===== src/rtl/core/moe_rc_pkg.sv =====
// Package for the expert route compactor: item structs, command, kind and
// register codes, and fixed field widths shared by all files of the block.
// No dependencies.
package moe_rc_pkg;

  localparam int MAX_TOPK = 8;
  localparam int ID_W     = 8;
  localparam int EXP_W    = 6;
  localparam int CNT_W    = 13;
  localparam int SLOT_W   = 12;
  localparam int ROUTE_W  = 15;
  localparam int MULT_W   = 4;
  localparam int TOPK_W   = 4;
  localparam int NE_W     = 7;
  localparam int LANE_W   = 3;

  localparam logic [CNT_W-1:0]  COUNT_MAX = 13'd8191;
  localparam logic [SLOT_W-1:0] SLOT_MAX  = 12'd4095;

  localparam logic [1:0] CMD_ROUTE = 2'd0;
  localparam logic [1:0] CMD_READ  = 2'd1;
  localparam logic [1:0] CMD_CLEAR = 2'd2;

  localparam logic [1:0] KIND_ROUTE = 2'd0;
  localparam logic [1:0] KIND_READ  = 2'd1;
  localparam logic [1:0] KIND_CLEAR = 2'd2;

  localparam logic [1:0] REG_TOP_K        = 2'd0;
  localparam logic [1:0] REG_NUM_EXPERTS  = 2'd1;
  localparam logic [1:0] REG_ROW_CAPACITY = 2'd2;

  typedef logic [MAX_TOPK-1:0][ID_W-1:0]   id_vec_t;
  typedef logic [MAX_TOPK-1:0][MULT_W-1:0] mult_vec_t;

  typedef struct packed {
    logic [1:0]      cmd;
    logic [ID_W-1:0] expert_id_0;
    logic [ID_W-1:0] expert_id_1;
    logic [ID_W-1:0] expert_id_2;
    logic [ID_W-1:0] expert_id_3;
    logic [ID_W-1:0] expert_id_4;
    logic [ID_W-1:0] expert_id_5;
    logic [ID_W-1:0] expert_id_6;
    logic [ID_W-1:0] expert_id_7;
    logic [EXP_W-1:0] query_expert;
  } in_item_t;

  typedef struct packed {
    logic [1:0]         kind;
    logic [EXP_W-1:0]   expert;
    logic [SLOT_W-1:0]  slot;
    logic [ROUTE_W-1:0] route_index;
    logic [MULT_W-1:0]  multiplicity;
    logic [CNT_W-1:0]   count;
    logic               overflow;
    logic               last;
  } out_item_t;

  typedef struct packed {
    logic              first;
    logic [MULT_W-1:0] mult;
  } lane_res_t;

  typedef struct packed {
    logic [1:0]          cmd;
    logic [MAX_TOPK-1:0] mask;
    id_vec_t             ids;
    mult_vec_t           mult;
    logic [ROUTE_W-1:0]  base;
    logic                tok_ovf;
    logic [EXP_W-1:0]    query;
  } tok_load_t;

endpackage


===== src/rtl/core/moe_rc_lane.sv =====
// One lane of the token front end: checks one position of the token for a
// valid first appearance and counts the positions that chose the same expert.
// Depends on moe_rc_pkg.
module moe_rc_lane (
  input  moe_rc_pkg::id_vec_t                   ids,
  input  logic [moe_rc_pkg::LANE_W-1:0]         own_pos,
  input  logic [moe_rc_pkg::TOPK_W-1:0]         k_eff,
  input  logic [8:0]                            ne_eff,
  output moe_rc_pkg::lane_res_t                 res
);

  logic [moe_rc_pkg::ID_W-1:0]     own_id;
  logic [moe_rc_pkg::MAX_TOPK-1:0] hit;
  logic [moe_rc_pkg::MAX_TOPK-1:0] earlier;
  logic [moe_rc_pkg::MULT_W-1:0]   sum;

  assign own_id = ids[own_pos];

  always_comb begin
    sum = '0;
    for (int q = 0; q < moe_rc_pkg::MAX_TOPK; q++) begin
      hit[q]     = (ids[q] == own_id) && (q < int'(k_eff));
      earlier[q] = hit[q] && (q < int'(own_pos));
      sum        = sum + moe_rc_pkg::MULT_W'(hit[q]);
    end
  end

  assign res.first = ({1'b0, own_pos} < k_eff) && ({1'b0, own_id} < ne_eff) &&
                     (earlier == '0);
  assign res.mult  = sum;

endmodule


===== src/rtl/core/moe_rc_merge.sv =====
// Merge stage: walks the lanes' first-appearance mask one entry per cycle
// while the read stage is free, keeps the per-expert counts in a memory with
// valid bits, and holds the output register. Depends on moe_rc_pkg.
module moe_rc_merge #(
  parameter int NUM_EXPERTS = 64
) (
  input  logic                             clk,
  input  logic                             rst_n,
  input  logic                             ld_valid,
  input  moe_rc_pkg::tok_load_t            ld_data,
  output logic                             ld_ready,
  input  logic [moe_rc_pkg::CNT_W-1:0]     row_cap,
  input  logic [8:0]                       ne_max,
  output logic                             out_valid,
  input  logic                             out_ready,
  output moe_rc_pkg::out_item_t            out_data
);

  localparam int EW = (NUM_EXPERTS > 1) ? $clog2(NUM_EXPERTS) : 1;

  // Scanner holding the current item.
  logic                                sc_vld_r;
  logic [1:0]                          sc_cmd_r;
  logic [moe_rc_pkg::MAX_TOPK-1:0]     sc_mask_r;
  moe_rc_pkg::id_vec_t                 sc_ids_r;
  moe_rc_pkg::mult_vec_t               sc_mult_r;
  logic [moe_rc_pkg::ROUTE_W-1:0]      sc_base_r;
  logic                                sc_tovf_r;
  logic [moe_rc_pkg::EXP_W-1:0]        sc_query_r;

  logic [moe_rc_pkg::LANE_W-1:0]       pick_idx;
  logic [moe_rc_pkg::MAX_TOPK-1:0]     pick_oh;
  logic [moe_rc_pkg::MAX_TOPK-1:0]     rest;
  logic                                sc_last;
  logic                                iss;
  logic                                ld_fire;
  logic                                ld_keep;
  logic [1:0]                          iss_kind;
  logic [moe_rc_pkg::ID_W-1:0]         iss_id;
  logic                                iss_qok;
  logic [EW-1:0]                       iss_addr;
  logic [moe_rc_pkg::ROUTE_W-1:0]      iss_route;
  logic [moe_rc_pkg::MULT_W-1:0]       iss_mult;

  // Read stage.
  logic                                b_vld_r;
  logic [1:0]                          b_kind_r;
  logic [moe_rc_pkg::ID_W-1:0]         b_id_r;
  logic                                b_qok_r;
  logic [moe_rc_pkg::ROUTE_W-1:0]      b_route_r;
  logic [moe_rc_pkg::MULT_W-1:0]       b_mult_r;
  logic                                b_tovf_r;
  logic                                b_last_r;
  logic [moe_rc_pkg::CNT_W-1:0]        rd_r;
  logic                                rdv_r;
  logic                                fwd_r;
  logic [moe_rc_pkg::CNT_W-1:0]        fwd_val_r;

  logic                                b_adv;
  logic                                b_free;
  logic                                b_wr;
  logic [EW-1:0]                       b_addr;
  logic [moe_rc_pkg::CNT_W-1:0]        cnt_old;
  logic [moe_rc_pkg::CNT_W-1:0]        cnt_new;
  logic [moe_rc_pkg::SLOT_W-1:0]       slot;
  logic                                ovf;
  moe_rc_pkg::out_item_t               res_nxt;

  // Count memory and valid bits.
  logic [moe_rc_pkg::CNT_W-1:0]        cnt_mem [NUM_EXPERTS];
  logic [NUM_EXPERTS-1:0]              vld_r;

  logic                                o_vld_r;
  moe_rc_pkg::out_item_t               o_data_r;

  always_comb begin
    pick_idx = '0;
    for (int i = moe_rc_pkg::MAX_TOPK - 1; i >= 0; i--) begin
      if (sc_mask_r[i]) begin
        pick_idx = moe_rc_pkg::LANE_W'(i);
      end
    end
  end

  assign pick_oh  = moe_rc_pkg::MAX_TOPK'(1) << pick_idx;
  assign rest     = sc_mask_r & ~pick_oh;
  assign sc_last  = (sc_cmd_r != moe_rc_pkg::CMD_ROUTE) || (rest == '0);
  assign b_adv    = b_vld_r && (!o_vld_r || out_ready);
  assign b_free   = !b_vld_r || b_adv;
  assign iss      = sc_vld_r && b_free;
  assign ld_ready = !sc_vld_r || (b_free && sc_last);
  assign ld_fire  = ld_valid && ld_ready;
  assign ld_keep  = ((ld_data.cmd == moe_rc_pkg::CMD_ROUTE) && (ld_data.mask != '0)) ||
                    (ld_data.cmd == moe_rc_pkg::CMD_READ) ||
                    (ld_data.cmd == moe_rc_pkg::CMD_CLEAR);

  always_comb begin
    iss_kind = moe_rc_pkg::KIND_ROUTE;
    iss_id   = sc_ids_r[pick_idx];
    iss_qok  = 1'b1;
    unique case (sc_cmd_r)
      moe_rc_pkg::CMD_ROUTE: begin
        iss_kind = moe_rc_pkg::KIND_ROUTE;
      end
      moe_rc_pkg::CMD_READ: begin
        iss_kind = moe_rc_pkg::KIND_READ;
        iss_id   = {2'b00, sc_query_r};
        iss_qok  = {3'b000, sc_query_r} < ne_max;
      end
      default: begin
        iss_kind = moe_rc_pkg::KIND_CLEAR;
        iss_id   = '0;
      end
    endcase
  end

  assign iss_addr  = iss_id[EW-1:0];
  assign iss_route = sc_base_r + moe_rc_pkg::ROUTE_W'(pick_idx);
  assign iss_mult  = sc_mult_r[pick_idx];

  always_ff @(posedge clk) begin
    if (!rst_n) begin
      sc_vld_r <= 1'b0;
    end else if (ld_fire) begin
      sc_vld_r <= ld_keep;
    end else if (iss && sc_last) begin
      sc_vld_r <= 1'b0;
    end
  end

  always_ff @(posedge clk) begin
    if (ld_fire) begin
      sc_cmd_r   <= ld_data.cmd;
      sc_mask_r  <= ld_data.mask;
      sc_ids_r   <= ld_data.ids;
      sc_mult_r  <= ld_data.mult;
      sc_base_r  <= ld_data.base;
      sc_tovf_r  <= ld_data.tok_ovf;
      sc_query_r <= ld_data.query;
    end else if (iss) begin
      sc_mask_r  <= rest;
    end
  end

  assign cnt_old = fwd_r ? fwd_val_r : (rdv_r ? rd_r : '0);
  assign slot    = (cnt_old > {1'b0, moe_rc_pkg::SLOT_MAX}) ? moe_rc_pkg::SLOT_MAX :
                   cnt_old[moe_rc_pkg::SLOT_W-1:0];
  assign ovf     = (cnt_old >= row_cap) || b_tovf_r;
  assign cnt_new = (cnt_old < moe_rc_pkg::COUNT_MAX) ? cnt_old + 1'b1 : cnt_old;
  assign b_wr    = b_adv && (b_kind_r == moe_rc_pkg::KIND_ROUTE);
  assign b_addr  = b_id_r[EW-1:0];

  always_comb begin
    res_nxt      = '0;
    res_nxt.kind = b_kind_r;
    res_nxt.last = b_last_r;
    unique case (b_kind_r)
      moe_rc_pkg::KIND_ROUTE: begin
        res_nxt.expert       = b_id_r[moe_rc_pkg::EXP_W-1:0];
        res_nxt.slot         = slot;
        res_nxt.route_index  = b_route_r;
        res_nxt.multiplicity = b_mult_r;
        res_nxt.count        = cnt_new;
        res_nxt.overflow     = ovf;
      end
      moe_rc_pkg::KIND_READ: begin
        res_nxt.expert = b_id_r[moe_rc_pkg::EXP_W-1:0];
        res_nxt.count  = b_qok_r ? cnt_old : '0;
      end
      default: begin
        res_nxt.kind = moe_rc_pkg::KIND_CLEAR;
      end
    endcase
  end

  always_ff @(posedge clk) begin
    if (!rst_n) begin
      b_vld_r <= 1'b0;
    end else if (b_free) begin
      b_vld_r <= iss;
    end
  end

  // A write and a read of the same entry at one edge see the old data, so the
  // value leaving the read stage is forwarded; a clear forwards zero.
  always_ff @(posedge clk) begin
    if (iss) begin
      b_kind_r  <= iss_kind;
      b_id_r    <= iss_id;
      b_qok_r   <= iss_qok;
      b_route_r <= iss_route;
      b_mult_r  <= iss_mult;
      b_tovf_r  <= sc_tovf_r;
      b_last_r  <= sc_last;
      rd_r      <= cnt_mem[iss_addr];
      rdv_r     <= vld_r[iss_addr];
      fwd_r     <= b_adv && ((b_kind_r == moe_rc_pkg::KIND_CLEAR) ||
                   ((b_kind_r == moe_rc_pkg::KIND_ROUTE) && (b_id_r == iss_id)));
      fwd_val_r <= (b_kind_r == moe_rc_pkg::KIND_CLEAR) ? '0 : cnt_new;
    end
    if (b_wr) begin
      cnt_mem[b_addr] <= cnt_new;
    end
  end

  always_ff @(posedge clk) begin
    if (!rst_n) begin
      vld_r <= '0;
    end else if (b_adv && (b_kind_r == moe_rc_pkg::KIND_CLEAR)) begin
      vld_r <= '0;
    end else if (b_wr) begin
      vld_r[b_addr] <= 1'b1;
    end
  end

  always_ff @(posedge clk) begin
    if (!rst_n) begin
      o_vld_r <= 1'b0;
    end else if (b_adv) begin
      o_vld_r <= 1'b1;
    end else if (out_ready) begin
      o_vld_r <= 1'b0;
    end
  end

  always_ff @(posedge clk) begin
    if (b_adv) begin
      o_data_r <= res_nxt;
    end
  end

  assign out_valid = o_vld_r;
  assign out_data  = o_data_r;

endmodule


===== src/rtl/core/moe_expert_route_compactor_core.sv =====
// Top level of the expert route compactor: configuration registers, token
// counter, the eight position lanes and the merge stage.
// Depends on moe_rc_pkg, moe_rc_lane and moe_rc_merge.
//
// Usage: an input item on in_valid/in_ready carries a command. A routing item
// holds up to eight expert ids; the block emits one route entry per distinct
// valid expert, in order of first appearance, with last set on the final one.
// A count read and a clear each give one result item; a routing item with no
// valid id and command three give none. Configuration goes through the APB
// port (top_k at 0x0, num_experts at 0x4, row_capacity at 0x8) while idle.
// An accepted item passes through the scanner register, the read stage and
// the output register. The result channel carries one item per cycle while
// the receiver is ready; the route entries of a token, one per distinct valid
// expert (one to eight), issue in turn through the single read-modify-write
// port of the count memory; an item with no result is dropped. A new item is
// accepted while the previous one's last entry is issued. Reset clears the
// counts (through per-expert valid bits), the token counter and the registers
// to their defaults. When the receiver stalls, the output register holds its
// item and the pipeline behind it fills, then in_ready falls.
module moe_expert_route_compactor_core #(
  parameter int NUM_EXPERTS = 64,
  parameter int MAX_TOKENS  = 4096
) (
  input  logic                  clk,
  input  logic                  rst_n,
  input  logic                  in_valid,
  output logic                  in_ready,
  input  moe_rc_pkg::in_item_t  in_data,
  output logic                  out_valid,
  input  logic                  out_ready,
  output moe_rc_pkg::out_item_t out_data,
  input  logic                  cfg_psel,
  input  logic                  cfg_penable,
  input  logic                  cfg_pwrite,
  input  logic [3:0]            cfg_paddr,
  input  logic [31:0]           cfg_pwdata,
  output logic [31:0]           cfg_prdata,
  output logic                  cfg_pready
);

  localparam int TW = $clog2(MAX_TOKENS + 1);
  localparam int PW = (TW + 4 > moe_rc_pkg::ROUTE_W) ? TW + 4 : moe_rc_pkg::ROUTE_W;
  localparam logic [8:0]    NE_MAX  = 9'(NUM_EXPERTS);
  localparam logic [TW-1:0] TOK_MAX = TW'(MAX_TOKENS);

  logic [moe_rc_pkg::TOPK_W-1:0] top_k_r;
  logic [moe_rc_pkg::NE_W-1:0]   num_experts_r;
  logic [moe_rc_pkg::CNT_W-1:0]  row_cap_r;
  logic [TW-1:0]                 tok_cnt_r;
  logic                          cfg_wr;
  logic                          in_fire;

  logic [moe_rc_pkg::TOPK_W-1:0] k_eff;
  logic [8:0]                    ne_eff;
  logic [PW-1:0]                 prod;
  moe_rc_pkg::id_vec_t           ids;
  moe_rc_pkg::lane_res_t         lane_res [moe_rc_pkg::MAX_TOPK];
  moe_rc_pkg::tok_load_t         ld;

  assign cfg_pready = 1'b1;
  assign cfg_wr     = cfg_psel && cfg_penable && cfg_pwrite && cfg_pready;

  always_ff @(posedge clk) begin
    if (!rst_n) begin
      top_k_r       <= 4'd8;
      num_experts_r <= 7'd64;
      row_cap_r     <= 13'd4096;
    end else if (cfg_wr) begin
      unique case (cfg_paddr[3:2])
        moe_rc_pkg::REG_TOP_K:        top_k_r       <= cfg_pwdata[moe_rc_pkg::TOPK_W-1:0];
        moe_rc_pkg::REG_NUM_EXPERTS:  num_experts_r <= cfg_pwdata[moe_rc_pkg::NE_W-1:0];
        moe_rc_pkg::REG_ROW_CAPACITY: row_cap_r     <= cfg_pwdata[moe_rc_pkg::CNT_W-1:0];
        default: ;
      endcase
    end
  end

  always_comb begin
    unique case (cfg_paddr[3:2])
      moe_rc_pkg::REG_TOP_K:        cfg_prdata = {28'd0, top_k_r};
      moe_rc_pkg::REG_NUM_EXPERTS:  cfg_prdata = {25'd0, num_experts_r};
      moe_rc_pkg::REG_ROW_CAPACITY: cfg_prdata = {19'd0, row_cap_r};
      default:                      cfg_prdata = '0;
    endcase
  end

  assign k_eff  = (top_k_r > 4'd8) ? 4'd8 : top_k_r;
  assign ne_eff = ({2'b00, num_experts_r} > NE_MAX) ? NE_MAX : {2'b00, num_experts_r};

  assign in_fire = in_valid && in_ready;

  always_ff @(posedge clk) begin
    if (!rst_n) begin
      tok_cnt_r <= '0;
    end else if (in_fire && (in_data.cmd == moe_rc_pkg::CMD_CLEAR)) begin
      tok_cnt_r <= '0;
    end else if (in_fire && (in_data.cmd == moe_rc_pkg::CMD_ROUTE) &&
                 (tok_cnt_r < TOK_MAX)) begin
      tok_cnt_r <= tok_cnt_r + 1'b1;
    end
  end

  assign prod = PW'(tok_cnt_r) * PW'(k_eff);

  assign ids[0] = in_data.expert_id_0;
  assign ids[1] = in_data.expert_id_1;
  assign ids[2] = in_data.expert_id_2;
  assign ids[3] = in_data.expert_id_3;
  assign ids[4] = in_data.expert_id_4;
  assign ids[5] = in_data.expert_id_5;
  assign ids[6] = in_data.expert_id_6;
  assign ids[7] = in_data.expert_id_7;

  for (genvar p = 0; p < moe_rc_pkg::MAX_TOPK; p++) begin : g_lane
    moe_rc_lane u_lane (
      .ids     (ids),
      .own_pos (moe_rc_pkg::LANE_W'(p)),
      .k_eff   (k_eff),
      .ne_eff  (ne_eff),
      .res     (lane_res[p])
    );
    assign ld.mask[p] = lane_res[p].first;
    assign ld.mult[p] = lane_res[p].mult;
  end

  assign ld.cmd     = in_data.cmd;
  assign ld.ids     = ids;
  assign ld.base    = prod[moe_rc_pkg::ROUTE_W-1:0];
  assign ld.tok_ovf = (tok_cnt_r >= TOK_MAX);
  assign ld.query   = in_data.query_expert;

  moe_rc_merge #(
    .NUM_EXPERTS (NUM_EXPERTS)
  ) u_merge (
    .clk       (clk),
    .rst_n     (rst_n),
    .ld_valid  (in_valid),
    .ld_data   (ld),
    .ld_ready  (in_ready),
    .row_cap   (row_cap_r),
    .ne_max    (NE_MAX),
    .out_valid (out_valid),
    .out_ready (out_ready),
    .out_data  (out_data)
  );

endmodule


===== config.mk =====
export PLATFORM = sky130hd
export DESIGN_NAME = moe_expert_route_compactor_core
export DESIGN_NICKNAME = d
export VERILOG_FILES = /design/src/rtl/core/moe_rc_pkg.sv /design/src/rtl/core/moe_rc_lane.sv /design/src/rtl/core/moe_rc_merge.sv /design/src/rtl/core/moe_expert_route_compactor_core.sv
export SDC_FILE = /design/constraint.sdc
export NUM_CORES = 2
export LEC_CHECK = 0
export BUFFER_PORTS_ARGS = -buffer_cell sky130_fd_sc_hd__clkbuf_2
export CORE_MARGIN = 2
export CORE_UTILIZATION = 33
export CTS_BUF_LIST = sky130_fd_sc_hd__clkbuf_4
export DETAILED_ROUTE_END_ITERATION = 6
export PLACE_DENSITY_LB_ADDON = 0.12
export SLEW_MARGIN = 40
export SYNTH_ARGS = -nofsm -noshare
export SYNTH_HDL_FRONTEND = slang
export SYNTH_HIERARCHICAL = 1
export SYNTH_SLANG_ARGS = --single-unit

===== constraint.sdc =====
create_clock -name clk -period 8.3 [get_ports clk]
set_clock_uncertainty 0.05 [all_clocks]
set_input_delay 0.83 -clock clk [delete_from_list [all_inputs] [get_ports clk]]
set_output_delay 0.83 -clock clk [all_outputs]
set_load 0.02 [all_outputs]

Yosys cells after proc, flatten, opt, wreduce, memory -nomap -nowiden

Memory sizes are Yosys's and may differ from the RTL's. A register that Yosys moved wholly into a read port is not among the register bits.
Cells that the tools add are included.

Word-level logic and storage cells: 369
Memories: 1
Memory bits (writable): 832
Output and inout bits: 89
Register bits after elaboration: 333
Input port bits: 115

Multiplexer cells: 35
Bitwise logic cells: 4
$lt $le $gt $ge: 36
Reduce and logical (&&, ||, !) cells: 121
Shift operators: 1
Multipliers: 1
Add/subtract/negate cells: 59
Eq/ne operators: 64

Memory list:

| memory          | words | bits a word | rd ports | clocked after Yosys merged registers in | wr ports | line               | RTL |
|---|---|---|---|---|---|---|---|
| u_merge.cnt_mem | 64    | 13          | 1        | 1                                       | 1        | moe_rc_merge.sv:70 | `logic [moe_rc_pkg::CNT_W-1:0] cnt_mem [NUM_EXPERTS];` |

Operators by type and width:

| kind                    | count |
|---|---|
| $eq A8 B8 Y1            | 57 |
| $add A4 B1 Y4           | 48 |
| $logic_and A1 B1 Y1     | 87 |
| $logic_not A8 Y1        | 8 |
| $lt A8 B7 Y1            | 8 |
| $or A64 B64 Y64         | 1 |
| $mux W13                | 4 |
| $pmux W13 S3            | 1 |
| $lt A3 B4 Y1 const A    | 8 |
| $add A13 B1 Y13 const B | 2 |
| $lt A13 B13 Y1 const B  | 2 |
| $pmux W13 S2            | 1 |
| $bmux W8 S3             | 1 |
| $mux W3                 | 8 |
| $mux W8                 | 3 |
| $lt A6 B7 Y1 const B    | 3 |
| $add A1 B1 Y2           | 8 |
| $lt A1 B4 Y1 const A    | 4 |
| $lt A2 B4 Y1 const A    | 4 |
| $pmux W8 S2             | 1 |
| $add A15 B3 Y15         | 1 |
| $mul A13 B4 Y15         | 1 |
| $ge A13 B13 Y1          | 1 |
| $ge A13 B13 Y1 const B  | 1 |
| other kinds (26)        | 58 |

Depth between registers and ports, before layout

Word-level depth: 18
Depth in mapped cells: 18

Cells and area by module

The synthesis kept the hierarchy.

Modules (own cells, without submodules):

| module                             | area an instance (sq um) | instances | cells each |
|---|---|---|---|
| moe_rc_merge                       | 44944.4                  | 1         | 2838 |
| moe_rc_lane (g_lane[1].u_lane ...) | 2018.2                   | 7         | 235 |
| moe_expert_route_compactor_core    | 3400.8                   | 1         | 424 |
| moe_rc_lane (g_lane[0].u_lane)     | 2005.7                   | 1         | 235 |

Least setup slack after synthesis

Ideal clock, no wire load.

Kind: register -> register
Start: reg u_merge/sc_mask_r[1] in the netlist's numbering
End: reg u_merge/sc_mask_r[4] in the netlist's numbering (data pin)
Setup slack: 2.777 ns
Setup time: 0.379 ns
Cell stages (with the launch flop): 14
Arrival time: 5.094 ns
Data required time: 7.871 ns
Cell sequence: edfxtp_1 > clkbuf_1 > or2_2 > a21o_1 > inv_1 > clkbuf_1 > nand3_1 > o21ai_0 > a41o_1 > a21bo_1 > nand2_1 > clkbuf_1 > inv_1 > o21ai_0

Cells in the longest elaborated chain, start to end: 11
Elaborated cells on any way between the ends: 12

RTL lines:

| item                     | line                                  | RTL |
|---|---|---|
| start: declaration       | moe_rc_merge.sv:24                    | `logic [moe_rc_pkg::MAX_TOPK-1:0] sc_mask_r;` |
| start signal: assignment | moe_rc_merge.sv:134                   | `sc_mask_r <= ld_data.mask;` |
| start signal: assignment | moe_rc_merge.sv:141                   | `sc_mask_r <= rest;` |
| $mux W3 (2 in series)    | moe_rc_merge.sv:79                    | `if (sc_mask_r[i]) begin` |
| $shl A1 B3 Y8            | moe_rc_merge.sv:85                    | `assign pick_oh = moe_rc_pkg::MAX_TOPK'(1) << pick_idx;` |
| $not A8 Y8               | moe_rc_merge.sv:86                    | `assign rest = sc_mask_r & ~pick_oh;` |
| $and A8 B8 Y8 (*)        | moe_rc_merge.sv:86                    |  |
| $logic_not A8 Y1 (*)     | moe_rc_merge.sv:87                    | `assign sc_last = (sc_cmd_r != moe_rc_pkg::CMD_ROUTE) \|\| (rest == '0);` |
| $logic_or A1 B1 Y1 (*)   | moe_rc_merge.sv:87                    |  |
| via u_merge.sc_last      | moe_rc_merge.sv:34                    | `logic sc_last;` |
| $logic_and A1 B1 Y1 (*)  | moe_rc_merge.sv:91                    | `assign ld_ready = !sc_vld_r \|\| (b_free && sc_last);` |
| $logic_or A1 B1 Y1 (*)   | moe_rc_merge.sv:91                    |  |
| via in_ready             | moe_expert_route_compactor_core.sv:27 | `output logic in_ready,` |
| $logic_and A1 B1 Y1 (*)  | moe_rc_merge.sv:92                    | `assign ld_fire = ld_valid && ld_ready;` |
| via u_merge.ld_fire      | moe_rc_merge.sv:36                    | `logic ld_fire;` |
| $mux W8 (*)              | moe_rc_merge.sv:132                   | `if (ld_fire) begin` |

The timed path passes the listed nets; every way through them passes the cells marked *. The select of a mux whose other input is x is not followed.
A chain may end at the register's enable or synchronous reset.

Worst setup path after layout

Start: reg u_merge/sc_mask_r[5] in the netlist's numbering
End: reg u_merge/rd_r[11] in the netlist's numbering, read port of u_merge.cnt_mem (data pin)

Cells in the longest elaborated chain, start to end: 9

RTL lines:

| item                          | line                | RTL |
|---|---|---|
| $mux W3 (6 in series)         | moe_rc_merge.sv:79  |  |
| $bmux W8 S3                   | moe_rc_merge.sv:99  | `iss_id = sc_ids_r[pick_idx];` |
| $mux W8 (implied by the code) | moe_rc_merge.sv:99  |  |
| $pmux W8 S2                   | moe_rc_merge.sv:101 | `unique case (sc_cmd_r)` |
| end: declaration              | moe_rc_merge.sv:54  | `logic [moe_rc_pkg::CNT_W-1:0] rd_r;` |

Every way passes these cells. The select of a mux whose other input is x is not followed.

==> impl_metrics.env <==
export IMPL_crit_chain="nor2_1 -> o21ai_0 -> a31o_1 -> and2_1 -> o32ai_4 -> buf_4 -> buf_4 -> mux2i_1 -> o22ai_1 -> nor4_1 -> nor2_1 -> or4_1"
export IMPL_status="complete, no violations"
export IMPL_cts_buffer_depth=4
export IMPL_p_leak_nw=28.0
export IMPL_crit_path_end_kind="register"
export IMPL_worst_setup_path_start_kind="register"
export IMPL_layout_setup_ws_ns=2.72
export IMPL_grt_pass1_wl_mm=320
export IMPL_netlist_instances=5142
export IMPL_p_seq_share_pct=45.3
export IMPL_ys_seq_area_share_pct=53.2
export IMPL_cp_slowest_cell="nor4_1"
export IMPL_cts_sinks=1178
export IMPL_via_per_inst=5.35
export IMPL_period_share_pct=67.2
export IMPL_r2r_end="u_merge/rd_r[11]"
export IMPL_pwr_share_clk_pct=36.0
export IMPL_wire_per_inst_um=26.2
export IMPL_grt_total_usage_pct=22.1
export IMPL_ios=204
export IMPL_synth_area_um2=64500
export IMPL_crit_fanout=43
export IMPL_grt_max_degree=117
export IMPL_pre_cts_slack_ns=2.61
export IMPL_crit_path_max_incr_delay_ns=0.71
export IMPL_io_buffers=162
export IMPL_gr_total_overflow=0
export IMPL_drc=0
export IMPL_cts_made_buffers=334
export IMPL_power_internal_mw=10.5
export IMPL_setup_viol=0
export IMPL_avgSynthCellArea_um2=12.5
export IMPL_initialDrtViolationCount=3595
export IMPL_ant_nets=0
export IMPL_synth_seq_cells=1178
export IMPL_required_ns=9.24
export IMPL_maxCapViolations=0
export IMPL_wl_mm=224
export IMPL_ctsResizeCount=0
export IMPL_p_sw_share_pct=29.0
export IMPL_whs_endpoint="u_merge/sc_ids_r[38]"
export IMPL_die_w_um=446
export IMPL_place_congestion=0.825
export IMPL_fin_crit_ns=5.58
export IMPL_vias=45629
export IMPL_coreArea_um2=195000
export IMPL_yosysUniqueCellTypes=98
export IMPL_rsz0062_at_grt="false"
export IMPL_grt_pass1_vias=45359
export IMPL_grt_antenna_before_repair=10
export IMPL_fp_row_count=162
export IMPL_p_comb_share_pct=18.7
export IMPL_synth_edff_count=1074
export IMPL_hold_path_depth=2
export IMPL_clock_latency_ns=1.30
export IMPL_dr_pass1_iters=6
export IMPL_clock_fmax_mhz=179
export IMPL_tritoncts="done"
export IMPL_slew_violations=0
export IMPL_cts_root_buf="clkbuf_4"
export IMPL_yosys_warnings=6
export IMPL_max_slew_margin_rel_pct=38.6
export IMPL_r2r_start="u_merge/sc_mask_r[5]"
export IMPL_p_sw_mw=4.26
export IMPL_synth_ff_type="edfxtp_1"
export IMPL_synthArstFlopShare_pct=0
export IMPL_post_dp_hpwl_mm=138
export IMPL_die_h_um=446
export IMPL_crit_type="reg -> reg"
export IMPL_ir_drop_uv=157
export IMPL_r2r_slack_ns=2.72
export IMPL_min_from="in_data[36]"
export IMPL_design_final_nets=6042
export IMPL_min_delay_path_class="in -> reg"
export IMPL_cts_clk_slew_worst_paths_ns=0.07
export IMPL_arrival_ns=6.51
export IMPL_tightest_slew_ns=0.920
export IMPL_setup_tns_ns=0
export IMPL_hold_viol_final=0
export IMPL_drive_above_1_share_pct=18.5
export IMPL_die_area_um2=199000
export IMPL_h_tree_depth=5
export IMPL_startpoint="u_merge/sc_mask_r[5]"
export IMPL_start_util_pct=33.1
export IMPL_syn_to_final_growth_pct=14.9
export IMPL_reg2reg_depth=12
export IMPL_powerDensity_nw_per_um2=199
[state kept, by name (all words and copies together) (netlist names), 2 cells and up]
signal	cells
u_merge/sc_mult_r	32
u_merge/sc_ids_r	64
num_experts_r	7
u_merge/sc_cmd_r	2
u_merge/fwd_val_r	13
u_merge/rd_r	13
u_merge/sc_mask_r	8
tok_cnt_r	13
u_merge/b_mult_r	4
u_merge/vld_r	64
u_merge/cnt_mem	832
row_cap_r	13
u_merge/b_id_r	8
u_merge/b_kind_r	2
top_k_r	4
u_merge/out_data	54
u_merge/sc_query_r	6
u_merge/b_route_r	15
u_merge/sc_base_r	15
[kinds of logic (layout without fill, tap and decap cells)]
logic type / Yosys count / in the layout / share of synthesized area (%)
flops: 1178 / 1178 / 53.2
simple gates: 1173 / 1173 / 9.38
compound gates: 950 / 950 / 10.3
mux: 609 / 609 / 12.0
buf+inv: 555 / 1297 / 4.12
xor+xnor: 483 / 483 / 6.56
fa+ha+maj: 192 / 192 / 4.36
other cells: 2 / 98 / 0.0116
[Yosys cell counts (all sizes together), types with 22 or more instances]
library cell	count	share of area, %
edfxtp	1074	50
mux2i	504	8.6
nand2	355	2.1
xnor2	343	4.7
inv	297	1.7
nor2	216	1.3
o22ai	209	2.0
a21oi	177	1.4
buf	170	1.9
xor2	140	1.9
ha	136	2.6
dfxtp	104	3.2
nor4	101	1.1
mux4	84	3.1
o21ai	83	0.64
and2	81	0.79
clkbuf	80	0.47
o21a	77	0.90
nand3	72	0.56
nor2b	72	0.71
nor3	71	0.56
a21o	57	0.66
fa	55	1.7
nand4	55	0.63
a21boi	46	0.54
a22oi	45	0.53
a22o	42	0.57
a211oi	33	0.38
o211ai	31	0.38
or4	31	0.36
a2111oi	30	0.63
nand2b	24	0.23
a31oi	22	0.21
o22a	22	0.30
[critical path: cells and delay by family, from the launching register on]
| family | cells | cell delay [ns] |
|---|---|---|
| and+or+nand+nor | 5 | 1.75 |
| DFF | 1 | 0.52 |
| buffers and inverters | 2 | 1.14 |
| muxes | 1 | 0.26 |
| AOI/OAI and AO/OA | 4 | 1.59 |
[layout by cell type (no fill, tap or decap), types with 66 or more instances in the layout]
cell,Yosys,routed
xor2_1,140,140
o22ai_1,209,209
nor2_1,215,206
o21ai_0,82,82
nor2b_1,71,66
clkbuf_2,1,161
nand2_1,355,354
and2_1,80,78
mux2i_1,464,464
dlygate4sd3_1,1,72
buf_4,56,165
nor3_1,70,69
dfxtp_1,104,103
a21oi_1,177,177
edfxtp_1,1074,1074
ha_1,136,136
nor4_1,89,80
o21a_1,77,77
xnor2_1,343,340
clkbuf_4,0,515
inv_1,293,283
nand3_1,72,72
conb_1,2,93
[how the worst max path moves through the flow]
stage | endpoint | slack (ns) | cells past startpoint
final | u_merge/rd_r[11] | 2.72 | 12
after global routing | u_merge/cnt_mem[40][5] | 2.40 | 10
after CTS | u_merge/rd_r[11] | 2.64 | 12
after detailed placement | u_merge/rd_r[11] | 2.61 | 12
after global placement | u_merge/sc_mult_r[13] | 2.47 | 15
after floorplan | u_merge/sc_mask_r[4] | 2.78 | 13
[metrics by stage]
stage / power (mW) / cells / hold WS [ns] / instance area (um2) / util (%)
2_1_floorplan: 8.52 / 5233 / 0.350 / 64800 / -
4_1_cts: 14.9 / 8516 / 0.000918 / 74000 / 38.0
3_3_place_gp: 9.43 / 7862 / 0.358 / 68900 / 35.4
6_report: 14.7 / 8522 / 0.179 / 74100 / 38.1
5_1_grt: 15.4 / 8518 / 0.0533 / 74100 / 38.1
3_5_place_dp: 9.48 / 7869 / 0.358 / 69100 / 35.5
[metal layers]
layer	part of all wire [%]	vias to the layer above	routed length, um	global-route usage [%]
met5	0.016	-	36	0
met3	6.0	389	13300	4.02
met1	45	23028	99800	30.0
li1	-	20655	-	-
met4	3.1	6	6990	7.79
met2	46	1551	104000	35.5
[final cells by class]
| cell class | instances | area [um2] |
|---|---|---|
| antenna | 5 | 12.5 |
| fill | 19025 | 121000 |
| inverter | 304 | 1150 |
| tap | 2542 | 3180 |
| multi-input combinational | 3500 | 28100 |
| clock inverter | 61 | 323 |
| timing repair buffer | 418 | 3120 |
| sequential | 1178 | 34300 |
| clock buffer | 514 | 3860 |
[power by group through the flow]
stage                     Clock [mW]  Sequential (mW)  Combinational [mW]
after floorplan                    0             6.77                1.75
after global placement             0             6.79                2.64
after detailed placement           0             6.79                2.68
after CTS                       5.52             6.67                2.72
after global routing            5.83             6.67                2.93
final                           5.30             6.66                2.74
[timing repair]
| item | in CTS | in global routing |
|---|---|---|
| setup endpoints to repair | 0 | 0 |
| buffers inserted | 0 | 0 |
| hold endpoints to repair | 89 | 0 |
| hold buffers | 72 | 0 |
No activity file was read; power rests on OpenSTA's default activity.
